<file path="config.mk">
export PLATFORM = sky130hd
export DESIGN_NAME = axr_front
export DESIGN_NICKNAME = d
export VERILOG_FILES = /design/src/hdl/axr_pkg.sv /design/src/hdl/axr_front.sv
export SDC_FILE = /design/constraint.sdc
export NUM_CORES = 1
export LEC_CHECK = 0
export BUFFER_PORTS_ARGS = -buffer_cell sky130_fd_sc_hd__buf_2
export CAP_MARGIN = 20
export CORE_ASPECT_RATIO = 1.25
export CORE_MARGIN = 2
export CORE_UTILIZATION = 48
export DETAILED_ROUTE_END_ITERATION = 12
export PLACE_DENSITY_LB_ADDON = 0.3
export SYNTH_ARGS = -nofsm -noshare
export SYNTH_HDL_FRONTEND = slang
export SYNTH_SLANG_ARGS = --single-unit
</file>
<file path="constraint.sdc">
create_clock -name aclk -period 4.73 [get_ports aclk]
set_clock_uncertainty 0.05 [all_clocks]
set_input_delay 1.419 -clock aclk [delete_from_list [all_inputs] [get_ports aclk]]
set_output_delay 1.419 -clock aclk [all_outputs]
set_load 0.01 [all_outputs]
</file>
<file path="src/hdl/axr_pkg.sv">
// axr_pkg: shared widths, register indexes, types and the saturation helper
// for the axis mean reducer. No dependencies.
`timescale 1ns / 1ps

package axr_pkg;

    localparam int MAX_AXIS_DEF  = 4096;
    localparam int MAX_INNER_DEF = 1024;

    localparam int ELEM_W    = 16;
    localparam int SUM_W     = 28;
    localparam int SUMX_W    = SUM_W + 2;
    localparam int COL_OUT_W = 10;
    localparam int FRAC_W    = 16;

    localparam int AXIS_W  = 13;
    localparam int INNER_W = 11;
    localparam int OUTER_W = 24;
    localparam int SCALE_W = 17;
    localparam int PROD_W  = SUM_W + SCALE_W + 1;

    localparam int CFG_W     = 24;
    localparam int CFG_IDX_W = 3;

    localparam int QUEUE_DEPTH = 4;

    localparam logic [CFG_IDX_W-1:0] CFG_AXIS_LENGTH      = 3'd0;
    localparam logic [CFG_IDX_W-1:0] CFG_INNER_LENGTH     = 3'd1;
    localparam logic [CFG_IDX_W-1:0] CFG_OUTER_COUNT      = 3'd2;
    localparam logic [CFG_IDX_W-1:0] CFG_MEAN_MODE        = 3'd3;
    localparam logic [CFG_IDX_W-1:0] CFG_RECIPROCAL_SCALE = 3'd4;

    localparam logic signed [SUM_W-1:0] SUM_MAX = {1'b0, {(SUM_W-1){1'b1}}};
    localparam logic signed [SUM_W-1:0] SUM_MIN = {1'b1, {(SUM_W-1){1'b0}}};

    typedef struct packed {
        logic [AXIS_W-1:0]  axis_length;
        logic [INNER_W-1:0] inner_length;
        logic [OUTER_W-1:0] outer_count;
        logic               mean_mode;
        logic [SCALE_W-1:0] reciprocal_scale;
    } axr_cfg_t;

    typedef struct packed {
        logic first_row;
        logic last_row;
        logic final_flag;
    } axr_flags_t;

    function automatic logic signed [SUM_W-1:0] sat_sum(input logic signed [SUMX_W-1:0] v);
        logic signed [SUM_W-1:0] r;
        if (v > SUMX_W'(SUM_MAX)) begin
            r = SUM_MAX;
        end else if (v < SUMX_W'(SUM_MIN)) begin
            r = SUM_MIN;
        end else begin
            r = SUM_W'(v);
        end
        return r;
    endfunction

endpackage

</file>
<file path="src/hdl/axr_front.sv">
// axr_front: accepts elements, tracks row/column/slab position and tags each
// request with its column and flags. Depends on axr_pkg.
`timescale 1ns / 1ps

module axr_front import axr_pkg::*; #(
    parameter int MAX_AXIS  = MAX_AXIS_DEF,
    parameter int MAX_INNER = MAX_INNER_DEF,
    parameter int COL_W     = (MAX_INNER > 1) ? $clog2(MAX_INNER) : 1
) (
    input  logic                     aclk,
    input  logic                     aresetn,
    input  axr_cfg_t                 cfg,
    input  logic                     s_valid,
    output logic                     s_ready,
    input  logic signed [ELEM_W-1:0] s_element_value,
    input  logic                     q_full,
    output logic                     push,
    output logic signed [ELEM_W-1:0] push_value,
    output logic [COL_W-1:0]         push_col,
    output axr_flags_t               push_flags
);

    localparam int ROW_W = (MAX_AXIS > 1) ? $clog2(MAX_AXIS) : 1;
    localparam int CMP_W = 18;

    logic [ROW_W-1:0]   row_reg;
    logic [COL_W-1:0]   col_reg;
    logic [OUTER_W-1:0] slab_reg;

    logic [AXIS_W-1:0]  axis_eff;
    logic [INNER_W-1:0] inner_eff;
    logic [OUTER_W-1:0] outer_eff;
    logic               last_row;
    logic               last_col;
    logic               last_slab;

    always_comb begin
        if (cfg.axis_length == '0) begin
            axis_eff = AXIS_W'(1);
        end else if (CMP_W'(cfg.axis_length) > CMP_W'(MAX_AXIS)) begin
            axis_eff = AXIS_W'(MAX_AXIS);
        end else begin
            axis_eff = cfg.axis_length;
        end
        if (cfg.inner_length == '0) begin
            inner_eff = INNER_W'(1);
        end else if (CMP_W'(cfg.inner_length) > CMP_W'(MAX_INNER)) begin
            inner_eff = INNER_W'(MAX_INNER);
        end else begin
            inner_eff = cfg.inner_length;
        end
        outer_eff = (cfg.outer_count == '0) ? OUTER_W'(1) : cfg.outer_count;
    end

    assign last_row  = (CMP_W'(row_reg) + CMP_W'(1)) >= CMP_W'(axis_eff);
    assign last_col  = (CMP_W'(col_reg) + CMP_W'(1)) >= CMP_W'(inner_eff);
    assign last_slab = ({1'b0, slab_reg} + (OUTER_W+1)'(1)) >= {1'b0, outer_eff};

    assign s_ready               = !q_full;
    assign push                  = s_valid && !q_full;
    assign push_value            = s_element_value;
    assign push_col              = col_reg;
    assign push_flags.first_row  = (row_reg == '0);
    assign push_flags.last_row   = last_row;
    assign push_flags.final_flag = last_row && last_col && last_slab;

    always_ff @(posedge aclk) begin
        if (!aresetn) begin
            row_reg  <= '0;
            col_reg  <= '0;
            slab_reg <= '0;
        end else if (push) begin
            if (last_col) begin
                col_reg <= '0;
                if (last_row) begin
                    row_reg  <= '0;
                    slab_reg <= last_slab ? '0 : slab_reg + OUTER_W'(1);
                end else begin
                    row_reg <= row_reg + ROW_W'(1);
                end
            end else begin
                col_reg <= col_reg + COL_W'(1);
            end
        end
    end

endmodule

</file>
Word level (Yosys, flattened, before mapping)
Index checks and enable logic that the tools add are counted.
W data, S select, Z words.
{"block": "op_classes", "addsub": 6, "magnitude_cmp": 5, "n_mux": 8, "reduce_logical": 10}
{"cell": "$mux W24", "count": 2}
{"cell": "$mux W13", "count": 2}
{"cell": "$add A24 B1 Y25 const B", "count": 1}
{"cell": "$ge A25 B24 Y1", "count": 1}
{"cell": "$add A24 B1 Y24 const B", "count": 1}
{"cell": "$logic_not A24 Y1", "count": 1}
{"cell": "$mux W11", "count": 2}
{"cell": "$add A12 B1 Y13 const B", "count": 1}
{"cell": "$ge A13 B13 Y1", "count": 1}
{"cell": "$gt A13 B13 Y1 const B", "count": 1}
{"cell": "$logic_not A13 Y1", "count": 1}
{"cell": "$add A12 B1 Y12 const B", "count": 1}
{"cell": "$logic_not A12 Y1", "count": 1}
{"cell": "$mux W12", "count": 1}
{"cell": "$add A10 B1 Y11 const B", "count": 1}
{"cell": "$ge A11 B11 Y1", "count": 1}
{"cell": "$gt A11 B11 Y1 const B", "count": 1}
{"cell": "$logic_not A11 Y1", "count": 1}
{"cell": "$add A10 B1 Y10 const B", "count": 1}
{"cell": "$mux W10", "count": 1}
{"cell": "$logic_and A1 B1 Y1", "count": 3}
{"cell": "$reduce_and A3 Y1", "count": 1}
{"cell": "$reduce_and A2 Y1", "count": 1}
{"cell": "$logic_not A1 Y1", "count": 1}
{"block": "totals", "reg_bits": 46, "in_bits": 86, "out_inout_bits": 31, "word_cells": 32}

Depth between registers and ports, before layout
{"block": "logic_depth", "depth_word": 6, "depth_mapped": 17}

Least setup slack after synthesis
No wires, ideal clock.
{"block": "synth_timing", "path_type": "input to output", "from": "input port cfg[65] in the netlist's numbering", "to": "output port push_flags[0] in the netlist's numbering", "t_arrival_ps": 3234, "required_time_ps": 3261, "slack_ps": 27, "stages": 10, "path_buffers": 2, "cell_sequence": "inv_1 clkbuf_1 nand2_1 ha_1 a21o_1 a21oi_1 o211ai_1 a21oi_1 clkbuf_1 nor3_1"}
{"element": "start, declared", "line": "axr_front.sv:12", "rtl": "input axr_cfg_t cfg,"}
{"element": "end, declared", "line": "axr_front.sv:20", "rtl": "output axr_flags_t push_flags"}

==> reports/qor.txt <==
Detail Route Antenna Nets: 0
Mux cell area share after synthesis: 0.4911%
Vias: 3875
WP data arrival: 3.45 ns
Commonest cells post-synth: nand2_1, ha_1, dfxtp_1
Area post-placement: 4461 um2
Crit path cell chain: buf_2 > nor4_1 > buf_4 > nand4_1 > o21bai_1 > ha_1 > nand2b_1 > a21oi_1 > o31a_1 > o311a_1 > nor2_2 > nor3_1 > buf_2
Num CTS Buffers: 5
Compound-Gate Fraction of Synth Area: 18.63%
Row cnt: 37
Slew Limit Fails: 0
Detailed Route WL: 9007 um
Register area: 920.9 um2
Clock Power Share: 34.1%
Crit-path max cell delay: 0.36 ns
Maximum clock rate: 203.3 MHz
Layout fillers: 793
CP endpoint kind: primary output
Worst Hold Class: flip-flop to flip-flop
Fin nets: 727
Register bit count reported by yosys: 46
Adder-cell share of the synthesized area: 15.96%
Largest net degree at the start of global routing: 38
# diodes: 0
Main synth FF type: dfxtp_1
Sequential Power Share: 52.1%
Status: complete, but fails checks
Setup violators final: 1
Clk root buf: clkbuf_8
Initial antenna violation count: 0
DP HPWL: 7172 um
Synth warnings: 0
Later-pin clock latency in the skew report: 0.31 ns
Crit path max-delay family: compound AO/OA/AOI/OAI gates
Die area: 9250 um2
Area contributors post-synth: dfxtp_1, ha_1, nand2_1
CP Launch Type: input port
Clk slew on worst S/H paths: 0.10 ns
Synth top area share: 22.59%
CTS tree: done
CP max-delay cell: o311a_1
Crit path buffers/inverters: 3
Multi-input combinational cell area: 2791 um2
Worst-margin pin slew: 0.7313 ns
Peak supply drop: 124.0 uV
Max reg flops: 24
Mapped Area: 4076 um2
Post-synthesis simple-gate area fraction: 25.11%
Largest area contributor in the netlist: dfxtp_1
RSZ-0062 raised after global routing: true
Vias in the first global route: 3501
Crit Path Class: input port to primary output
Layout cells sized above 1: 18.31%
Vias per inst: 5.640
Violated checks: setup timing
Area Overhead vs Synth: 12.25%
Net switching power: 0.0002068 W
Yosys cell types: 49
Port Buffers: 66
DR iter-0 viols: 111
Xor/xnor share of the synthesized area: 7.735%
Fin crit period: 4.918 ns
Count leader, synth: nand2_1
Setup TNS: -0.1878 ns
Die H: 107.0 um
Internal power: 0.0005403 W
Mapped Nets: 671
Pwr dens: 163.3 nW/um2
Main combinational cell family by area after synthesis: simple AND/OR/NAND/NOR gates
Gr ovfl total: 0
Post-synth EDFFs: 0
Clock Sinks: 46
Rel. slew slack: 51.25%
Ys async rst share: 0%
Sw frac: 27.68%
Gpl congestion: 0.8618
Post-synthesis sequential area ratio: 22.59%
Comb pwr share: 13.8%
All-Layer GR Usage: 19.67%
DR WL/cell: 13.11 um
Fin area: 4576 um2
Hold_buf cts: 0
Syn Area/Cell: 7.648 um2
Die span in x: 86.43 um
H-tree depth reported by CTS: 2
First-pass GRT wire length: 15210 um
DRC: 0
Leakage: 2.179 nW
Worst-case clock buffer depth: 2
Syn Inst Count: 533
Initial core utilization: 49.47%
Core area: 8240 um2
Critical Path RT: 3.26 ns
Final hold viol count: 0
Final Cycle Share: 104.0%
Max-cap violations: 0
I/O pin cnt: 117
DR pass1 iterations: 4
CP dominant cell by count: buf_2
CP max FO: 2
Worst setup margin: -0.1878 ns
[power by group through the flow]
stage	clock (W)	sequential, W	combinational (W)
5_1_grt	0.000276	0.000390	0.000117
3_3_place_gp	0	0.000398	0.0000993
3_5_place_dp	0	0.000398	0.000103
6_report	0.000255	0.000389	0.000103
4_1_cts	0.000260	0.000389	0.000104
2_1_floorplan	0	0.000399	0.0000714
[worst reg2reg max path, cell delays in order, from the launching register on]
cell and delay, ns:
dfxtp_1 0.45, and3_1 0.21, nand3_1 0.14, nor2_2 0.25
nand4_1 0.21, xnor2_1 0.18, ha_1 0.31, nand3_1 0.14
nor4_1 0.08, buf_4 0.14, a221oi_1 0.33, o211ai_2 0.19
buf_4 0.17, nor3b_2 0.16, and2_1 0.62, a22o_1 0.25
[per-layer routing]
metal | vias up | track usage, % | wire, um
met1 | 1770 | 24.76 | 4077
met4 | 0 | 5.357 | 130
met2 | 111 | 35.00 | 4348
li1 | 1984 | - | -
met5 | - | 0 | 0
met3 | 10 | 2.309 | 450
[logic make-up after synthesis]
logic type	Yosys count
mux	2
buf+inv	80
flops	46
fa+ha+maj	52
simple gates	207
compound gates	110
xor+xnor	36
[placed cells by master, fill, tap and decap left out, types with 13 or more instances in the layout]
master	n
nand2_1	71
buf_2	66
ha_1	52
dfxtp_1	46
inv_1	40
nand3_1	34
nor2_1	31
a21oi_1	25
xnor2_1	22
buf_4	22
a22o_1	18
xor2_1	14
nor4_1	13
[repair_timing]
item	CTS	global route
setup buffers	0	0
gates cloned	0	0
resized for setup	2	3
endpoints found under the setup margin	1	2
pin swaps	1	0
[area by class of cell]
| type | count | area share (%) |
|---|---|---|
| flip-flops and latches | 46 | 20.13 |
| well taps | 97 | 2.652 |
| multi-input cells | 407 | 61.01 |
| inverters | 41 | 3.363 |
| repair buffers | 88 | 10.83 |
| clock inverters | 3 | 0.5196 |
| clock buffers | 5 | 1.504 |
[stage by stage]
step / std cells / hold slack (ns) / util (%) / total power, W / setup WS, ns
after floorplan: 533 / 0.3991 / - / 0.0004700 / 0.02733
after global placement: 679 / 0.4119 / 54.13 / 0.0004977 / -0.2801
after detailed placement: 679 / 0.4178 / 54.13 / 0.0005016 / -0.2849
after CTS: 687 / 0.4436 / 55.36 / 0.0007531 / -0.2359
after global routing: 687 / 0.4656 / 55.53 / 0.0007829 / -0.3164
final: 687 / 0.4421 / 55.53 / 0.0007472 / -0.1878
[worst paths after layout]
check	start	end	slack [ns]	cells past startpoint
setup / recovery	cfg[18]	push_flags[0]	-0.19	13
setup reg to reg	slab_reg[3]$_SDFFE_PN0P_	slab_reg[3]$_SDFFE_PN0P_	0.80	15
hold / removal	slab_reg[18]$_SDFFE_PN0P_	slab_reg[18]$_SDFFE_PN0P_	0.44	1
hold reg to reg	slab_reg[18]$_SDFFE_PN0P_	slab_reg[18]$_SDFFE_PN0P_	0.44	1
(Power assumes the default switching activity.)
