--- src/hdl/axr_pkg.sv ---
// axr_pkg: shared widths, register indexes, types and the saturation helper
// for the axis mean reducer. No dependencies.
`timescale 1ns / 1ps

package axr_pkg;

    localparam int MAX_AXIS_DEF  = 4096;
    localparam int MAX_INNER_DEF = 1024;

    localparam int ELEM_W    = 16;
    localparam int SUM_W     = 28;
    localparam int SUMX_W    = SUM_W + 2;
    localparam int COL_OUT_W = 10;
    localparam int FRAC_W    = 16;

    localparam int AXIS_W  = 13;
    localparam int INNER_W = 11;
    localparam int OUTER_W = 24;
    localparam int SCALE_W = 17;
    localparam int PROD_W  = SUM_W + SCALE_W + 1;

    localparam int CFG_W     = 24;
    localparam int CFG_IDX_W = 3;

    localparam int QUEUE_DEPTH = 4;

    localparam logic [CFG_IDX_W-1:0] CFG_AXIS_LENGTH      = 3'd0;
    localparam logic [CFG_IDX_W-1:0] CFG_INNER_LENGTH     = 3'd1;
    localparam logic [CFG_IDX_W-1:0] CFG_OUTER_COUNT      = 3'd2;
    localparam logic [CFG_IDX_W-1:0] CFG_MEAN_MODE        = 3'd3;
    localparam logic [CFG_IDX_W-1:0] CFG_RECIPROCAL_SCALE = 3'd4;

    localparam logic signed [SUM_W-1:0] SUM_MAX = {1'b0, {(SUM_W-1){1'b1}}};
    localparam logic signed [SUM_W-1:0] SUM_MIN = {1'b1, {(SUM_W-1){1'b0}}};

    typedef struct packed {
        logic [AXIS_W-1:0]  axis_length;
        logic [INNER_W-1:0] inner_length;
        logic [OUTER_W-1:0] outer_count;
        logic               mean_mode;
        logic [SCALE_W-1:0] reciprocal_scale;
    } axr_cfg_t;

    typedef struct packed {
        logic first_row;
        logic last_row;
        logic final_flag;
    } axr_flags_t;

    function automatic logic signed [SUM_W-1:0] sat_sum(input logic signed [SUMX_W-1:0] v);
        logic signed [SUM_W-1:0] r;
        if (v > SUMX_W'(SUM_MAX)) begin
            r = SUM_MAX;
        end else if (v < SUMX_W'(SUM_MIN)) begin
            r = SUM_MIN;
        end else begin
            r = SUM_W'(v);
        end
        return r;
    endfunction

endpackage

--- src/hdl/axr_queue.sv ---
// axr_queue: short request queue between front and back.
// Depends on axr_pkg for the default depth.
`timescale 1ns / 1ps

module axr_queue import axr_pkg::*; #(
    parameter int WIDTH = 8,
    parameter int DEPTH = QUEUE_DEPTH
) (
    input  logic             aclk,
    input  logic             aresetn,
    input  logic             push,
    input  logic [WIDTH-1:0] push_data,
    output logic             full,
    input  logic             pop,
    output logic [WIDTH-1:0] pop_data,
    output logic             empty
);

    localparam int PW = (DEPTH > 1) ? $clog2(DEPTH) : 1;
    localparam int CW = $clog2(DEPTH + 1);

    logic [WIDTH-1:0] entry_reg [DEPTH];
    logic [PW-1:0]    wr_ptr_reg;
    logic [PW-1:0]    rd_ptr_reg;
    logic [CW-1:0]    count_reg;

    assign full     = (count_reg == CW'(DEPTH));
    assign empty    = (count_reg == '0);
    assign pop_data = entry_reg[rd_ptr_reg];

    always_ff @(posedge aclk) begin
        if (push) begin
            entry_reg[wr_ptr_reg] <= push_data;
        end
    end

    always_ff @(posedge aclk) begin
        if (!aresetn) begin
            wr_ptr_reg <= '0;
            rd_ptr_reg <= '0;
            count_reg  <= '0;
        end else begin
            if (push) begin
                wr_ptr_reg <= (wr_ptr_reg == PW'(DEPTH - 1)) ? '0 : wr_ptr_reg + PW'(1);
            end
            if (pop) begin
                rd_ptr_reg <= (rd_ptr_reg == PW'(DEPTH - 1)) ? '0 : rd_ptr_reg + PW'(1);
            end
            if (push && !pop) begin
                count_reg <= count_reg + CW'(1);
            end else if (pop && !push) begin
                count_reg <= count_reg - CW'(1);
            end
        end
    end

endmodule

--- config.mk ---
export PLATFORM = sky130hd
export DESIGN_NAME = axr_queue
export DESIGN_NICKNAME = d
export VERILOG_FILES = /design/src/hdl/axr_pkg.sv /design/src/hdl/axr_queue.sv
export SDC_FILE = /design/constraint.sdc
export NUM_CORES = 1
export LEC_CHECK = 0
export ABC_CLOCK_PERIOD_IN_PS = 1700
export BUFFER_PORTS_ARGS = -buffer_cell sky130_fd_sc_hd__buf_4
export CAP_MARGIN = 25
export CORE_MARGIN = 3
export CORE_UTILIZATION = 45
export DETAILED_ROUTE_END_ITERATION = 10
export HOLD_SLACK_MARGIN = 0.1
export PLACE_DENSITY = 0.65
export SLEW_MARGIN = 15
export SYNTH_ARGS = -nofsm -noshare
export SYNTH_HDL_FRONTEND = slang
export SYNTH_SLANG_ARGS = --single-unit
--- constraint.sdc ---
create_clock -name aclk -period 1.7 [get_ports aclk]
set_input_delay 0.085 -clock aclk [delete_from_list [all_inputs] [get_ports aclk]]
set_output_delay 0.085 -clock aclk [all_outputs]
set_load 0.1 [all_outputs]
## Yosys cells after proc, flatten, opt, wreduce, memory -nomap -nowiden

Memory sizes are Yosys's and may differ from the RTL's. A register that Yosys moved wholly into a read port is not among the register bits.
Cells that the tools add are included.

| cells by class | value |
|---|---|
| add/sub/neg operators | 4 |
| muxes and demuxes | 8 |
| reduce and logical (&&, ||, !) cells | 6 |
| eq/ne operators | 3 |

Operators with widths:

| cell | number |
|---|---|
| 2-to-1 mux 2 bit | 4 |
| 2-to-1 mux 3 bit | 2 |
| adder 2 x 1 -> 2 bit, second input constant | 2 |
| == test 2 bit, second input constant | 2 |
| adder 3 x 1 -> 3 bit, second input constant | 1 |
| == test 3 bit, second input constant | 1 |
| zero test 3 bit | 1 |
| subtractor 3 x 1 -> 3 bit, second input constant | 1 |
| logical AND 1 bit | 2 |
| zero test 1 bit | 2 |
| 2-to-1 mux 1 bit | 2 |
| nonzero test 2 bit | 1 |

| word-level totals | value |
|---|---|
| register bits | 7 |
| input bits | 12 |
| memories kept | 1 |
| bits in writable memories | 32 |
| output and inout bits | 10 |
| word-level logic and storage cells | 25 |

Memories:

| memory | depth | width | rd ports | clocked after Yosys merged registers in | write ports | line | text |
|---|---|---|---|---|---|---|---|
| entry_reg | 4 | 8 | 1 | 1 | 1 | axr_queue.sv:22 | `logic [WIDTH-1:0] entry_reg [DEPTH];` |

## Longest topological paths before layout

Gate-level depths: netlist (run 1).

| depth | value |
|---|---|
| depth after elaboration | 4 |
| depth in mapped cells | 7 |

## Worst setup path before layout (run 1)

Ideal clock, no wire load.

| timing | value |
|---|---|
| path kind | register to output |
| from | reg count_reg[0] |
| to | out full |
| stages on the path, launching flop included | 2 |
| path slack | -0.938 ns |
| arrival time | 2.553 ns |
| buffers on the path | 0 |
| required time | 1.615 ns |
| cell sequence | dfxtp_1 > nor3b_1 |

| on the way | value |
|---|---|
| cells in the longest elaborated chain, start to end | 1 |

RTL lines:

| element | line | text |
|---|---|---|
| start, declared | axr_queue.sv:25 | `logic [CW-1:0] count_reg;` |
| start signal, assigned | axr_queue.sv:50 | `count_reg <= count_reg + CW'(1);` |
| start signal, assigned | axr_queue.sv:52 | `count_reg <= count_reg - CW'(1);` |
| == test 3 bit | axr_queue.sv:27 | `assign full = (count_reg == CW'(DEPTH));` |
| end, declared | axr_queue.sv:13 | `output logic full,` |

Every way passes these cells.

==> flow_metrics.tcl, run 1 <==
set metrics [dict create \
    outcome "finished, final reports clean" \
    path_class "flip-flop to output pin" \
    pin_count 22 \
    crit_path_max_incr_delay_ps 520 \
    layout.nets 145 \
    final_util_pct 60.91 \
    worstMarginPinSlew_ps 451.7 \
    comb_power_share_pct 26.3 \
    grt_setup_unrepaired "yes" \
    period_share_pct 98.07 \
    port_buffers 21 \
    start_util_pct 47.66 \
    yosys_warnings 0 \
    synth-xor-area-share_pct 1.084 \
    drv_cap 0 \
    clk_pin_slew_ps 110 \
    dpl.cell_count 153 \
    p_seq_share_pct 53.2 \
    path_depth 3 \
    r2r_cells 4 \
    largest_reg_flops 32 \
    setup_violations 0 \
    antenna_found_initial 0 \
    start_kind "flip-flop" \
    grt_pass1_vias 940 \
    drc 0 \
    grt_use_total_pct 15.13 \
    drive_above_1_share_pct 33.86 \
    layout_min_cycle_time_ps 1667 \
    grt_max_degree 13 \
    num_vias 843 \
    synthTopCellsByArea "edfxtp_1 (59%), dfxtp_1 (11%), mux4_2 (11%)" \
    core_area_um2 3390 \
    min_path_cells 4 \
    power.density_nw_per_um2 1074 \
    clock_latency_ps 340 \
    routed_wirelength_mm 2.670 \
    dpl_worst_slack_ps 102.4 \
    fin_tns_setup_ps 0 \
    irDropWorstVdd_v 0.0006892 \
    die_area_um2 4344 \
    cp_cell_sequence "buf_6 -> mux4_2 -> buf_12" \
    drtIter0Drc 16 \
    wl_per_cell_um 15.43 \
    intPower_mw 1.498 \
    synth_fp_nets 105 \
    p_leak_nw 0.7654 \
    final_antenna_net_count 0 \
    synth_top_family_by_area "multiplexers" \
    place_hpwl_mm 1.855 \
    numCtsBuffers 5 \
    final_common_cell "edfxtp_1" \
    place_congestion 0.7365 \
    antenna_cells 0 \
    path_max_fanout 4 \
    clkSinkCount 41 \
    critPathBufInv 2 \
    cp_top_family "multiplexers" \
    final_cells 173 \
    switching_power_mw 0.7198 \
    fin_ws_ps 32.90 \
    synth.area.mux_share_pct 13.63 \
    ys_types 20 \
    max_freq_mhz 599.8 \
    ys_seq_area_share_pct 70.64 \
    final_cell_mix "edfxtp_1 (32), buf_4 (15), dlygate4sd3_1 (11), mux4_2 (8)" \
    die_w_um 65.91 \
    h-tree-depth 2 \
    p_sw_share_pct 32.45 \
    synth_compound_area_share_pct 1.239 \
    dr.pass1.iters 4 \
    rows 21 \
    synthAdderAreaFrac_pct 5.887 \
    synth.avg_cell_area_um2 18.78 \
    cts_tree "yes" \
    synth.top_cell.area_share_pct 59.49 \
    holdCritPathClass "input pin to flip-flop" \
    synth_simple_gate_area_share_pct 5.577 \
    cp.required_ps 1620 \
    clock_power_share_pct 20.4 \
    cts-root-buf "clkbuf_4" \
    p_total_mw 2.218 \
    crit_arrival_ps 1580 \
    syn_to_final_growth_pct 27.81 \
    ys_seq_elements 41 \
    slew_headroom_pct 69.89 \
    yosys.area.top_type "edfxtp_1" \
    gr-total-overflow 0 \
    syn-cell-area_um2 1615 \
    die_h_um 65.91 \
    endpoint_kind "output pin" \
    grt_pass1_wl_mm 4.574 \
    drv_slew 0 \
    vias_per_cell 4.873 \
    synthCells 86 \
    cp_slowest_cell "mux4_2" \
    clockBufferDepth 2 \
    hold_violations 0 \
    finClkSkew_ps 7.535 \
]
-- cell type report --
class	instances	area, um^2
clock buffers	6	41.29
well taps	46	57.56
clock inverters	2	10.01
repair buffers	35	341.6
fillers	269	1325
multi-input cells	39	452.9
flip-flops and latches	41	1146
inverters	4	15.01
-- routing by layer --
| layer | vias up | GRT usage, % | wire length, um |
|---|---|---|---|
| li1 | 405 | - | - |
| met1 | 412 | 16.38 | 1075 |
| met2 | 18 | 26.03 | 1428 |
| met3 | 8 | 4.082 | 93 |
| met4 | 0 | 9.326 | 72 |
| met5 | - | 0 | 0 |
-- metrics by stage --
stage	hold slack (ps)	area, um^2
detailed placement	292.6	1839
global placement	284.8	1839
floorplan	183.9	1625
finish	184.5	2064
CTS	167.7	2063
global route	205.6	2064
-- kinds of logic after synthesis --
logic type	Yosys count
flops	41
mux	12
simple gates	15
xor+xnor	2
buf+inv	6
fa+ha+maj	7
compound gates	3
-- path summary, 6_finish.rpt --
path           startpoint            to  slack [ps]
max             flip-flop   pop_data[6]          30
min                   pop     flip-flop         180
max reg2reg  count_reg[0]  count_reg[2]         170
min reg2reg  count_reg[2]  count_reg[2]         540
-- worst min-delay path: stages --
cell and delay [ps]:
buf_4 110, inv_1 70, nor3_1 50, o21a_1 180
-- cells in the mapped netlist (all sizes together) --
cell type and count:
a21boi 1, and2 5, buf 1, clkbuf 1, dfxtp 9, edfxtp 32
fa 1, ha 6, inv 4, mux2i 4, mux4 8, nor2 1
nor2b 5, nor3 2, nor3b 1, o21a 1, o21ai 1, or3 1
xnor2 1, xor2 1
-- what timing repair did --
| action | in CTS | in global routing |
|---|---|---|
| gates resized for setup | 15 | 1 |
| buffers inserted | 1 | 0 |
| hold buffers | 11 | 0 |
| endpoints found under the hold margin | 41 | 0 |
| endpoints found under the setup margin | 8 | 8 |
-- power by group through the flow --
stage | combinational (mW) | clock (mW) | sequential [mW]
after detailed placement | 0.530 | 0 | 1.21
final | 0.584 | 0.453 | 1.18
after global placement | 0.519 | 0 | 1.20
after floorplan | 0.421 | 0 | 1.19
after CTS | 0.590 | 0.473 | 1.18
after global routing | 0.618 | 0.523 | 1.19
Note: power is estimated with default switching activity, not from simulation.
==> inputs of run 2 (changes only) <==
--- a/config.mk
+++ b/config.mk
@@ -5,7 +5,7 @@
 export SDC_FILE = /design/constraint.sdc
 export NUM_CORES = 1
 export LEC_CHECK = 0
-export ABC_CLOCK_PERIOD_IN_PS = 1700
+export ABC_CLOCK_PERIOD_IN_PS = 1610
 export BUFFER_PORTS_ARGS = -buffer_cell sky130_fd_sc_hd__buf_4
 export CAP_MARGIN = 25
 export CORE_MARGIN = 3
@@ -13,6 +13,7 @@
 export DETAILED_ROUTE_END_ITERATION = 10
 export HOLD_SLACK_MARGIN = 0.1
 export PLACE_DENSITY = 0.65
+export REMOVE_ABC_BUFFERS = 1
 export SLEW_MARGIN = 15
 export SYNTH_ARGS = -nofsm -noshare
 export SYNTH_HDL_FRONTEND = slang
==> constraint.sdc (replaced) <==
create_clock -name aclk -period 1.61 [get_ports aclk]
set_input_delay 0.0805 -clock aclk [delete_from_list [all_inputs] [get_ports aclk]]
set_output_delay 0.0805 -clock aclk [all_outputs]
set_load 0.1 [all_outputs]
==> flow_metrics.tcl, run 2 (synthesis results as in run 1) <==
set metrics [dict create \
    fillerInstances 250 \
    r2r_slack_ps 120 \
    grt_use_met1_pct 16.14 \
    layout.nets 143 \
    worstMarginPinSlew_ps 450.0 \
    grt_setup_unrepaired "yes" \
    p_leak_nw 0.7592 \
    gr-total-overflow 0 \
    num_vias 828 \
    drtIter0Drc 80 \
    grt_pass1_wl_mm 4.512 \
    antenna_found_initial 0 \
    routed_wirelength_mm 2.566 \
    antenna_cells 0 \
    p_total_mw 2.506 \
    drv_slew 0 \
    final_common_cell "edfxtp_1" \
    fin_tns_setup_ps -33.43 \
    clk_pin_slew_ps 110 \
    path_max_fanout 8 \
    vias_per_cell 4.842 \
    clockBufferDepth 2 \
    start_kind "flip-flop" \
    seq_area_um2 1142 \
    max_freq_mhz 614.3 \
    holdCritPathClass "input pin to flip-flop" \
    met2_usage_pct 25.41 \
    path_class "flip-flop to output pin" \
    cts-root-buf "clkbuf_4" \
    endpoint_kind "output pin" \
    timing.hold.ws_ps 194.1 \
    layout_min_cycle_time_ps 1628 \
    drv_cap 0 \
    grt_use_total_pct 14.46 \
    syn_to_final_growth_pct 28.04 \
    irDropWorstVdd_v 0.0008130 \
    hold_violations 0 \
    dr.pass1.iters 5 \
    numCtsBuffers 5 \
    fin_ws_ps -17.76 \
    drc 0 \
    rows 21 \
    die_area_um2 4344 \
    clock_latency_ps 330 \
    largest_reg_flops 32 \
    gr-usage-met3_pct 4.762 \
    outcome "finished with violations" \
    busiest_layer "met2" \
    die_h_um 65.91 \
    port_buffers 21 \
    power.density_nw_per_um2 1212 \
    final_antenna_net_count 0 \
    clkSinkCount 41 \
    core_area_um2 3390 \
    cts_tree "yes" \
    slew_headroom_pct 70.00 \
    final_cell_mix "edfxtp_1 (32), buf_4 (13), dlygate4sd3_1 (11), mux4_2 (8), dfxtp_1 (8)" \
    pin_count 22 \
    period_share_pct 101.1 \
    setup_violations 5 \
    crit_arrival_ps 1550 \
    place_hpwl_mm 1.761 \
    finClkSkew_ps 8.116 \
    dpl.cell_count 152 \
    multi_input_area_um2 442.9 \
    place_congestion 0.7164 \
    h-tree-depth 2 \
    final_cells 171 \
    die_w_um 65.91 \
    violations "negative setup slack" \
    grt_max_degree 15 \
    wl_per_cell_um 15.01 \
    cp.required_ps 1530 \
    drive_above_1_share_pct 31.20 \
    start_util_pct 47.66 \
    grt_pass1_vias 929 \
]
## run 2: per-layer routing
metal	share of wire [%]	vias up
li1	-	403
met3	3.6	2
met1	42	404
met4	0.58	0
met5	0	-
met2	54	19
## run 2: through the flow
stage,area (um^2),worst slack [ps],util (%)
after floorplan,1599,-1023,-
after global placement,1834,106.7,54.12
after detailed placement,1834,46.80,54.12
after CTS,2068,-50.53,61.02
after global routing,2068,-98.86,61.02
final,2068,-17.76,61.02
## run 2: path summary, 6_finish.rpt
check                 endpoint    startpoint  depth (start not counted)
hold reg to reg   count_reg[2]  count_reg[2]                          2
hold / removal       flip-flop           pop                          4
setup reg to reg  count_reg[2]  count_reg[0]                          4
setup / recovery   pop_data[3]     flip-flop                          3
## run 2: worst max-delay path, stage by stage (launching register included)
cell     delay (ps)
dfxtp_2         360
buf_12          130
mux4_2          520
buf_6           210
## run 2: power breakdown
part | internal, mW | switching [mW]
sequential | 1.20 | 0.0390
clock | 0.329 | 0.328
combinational | 0.202 | 0.404
total | 1.73 | 0.772
## run 2: layout make-up
type,instances,share of cell area [%]
Clock inverter,3,2.238
Sequential cell,41,55.23
Timing Repair Buffer,33,15.79
Multi-Input combinational cell,39,21.42
Tap cell,46,2.783
Clock buffer,5,1.815
Inverter,4,0.7260
## run 2: repair_timing
action	in CTS	in global routing
buffers inserted	0	0
setup endpoints to repair	8	8
gates resized for setup	11	0
hold buffers	11	0
hold endpoints to repair	41	0
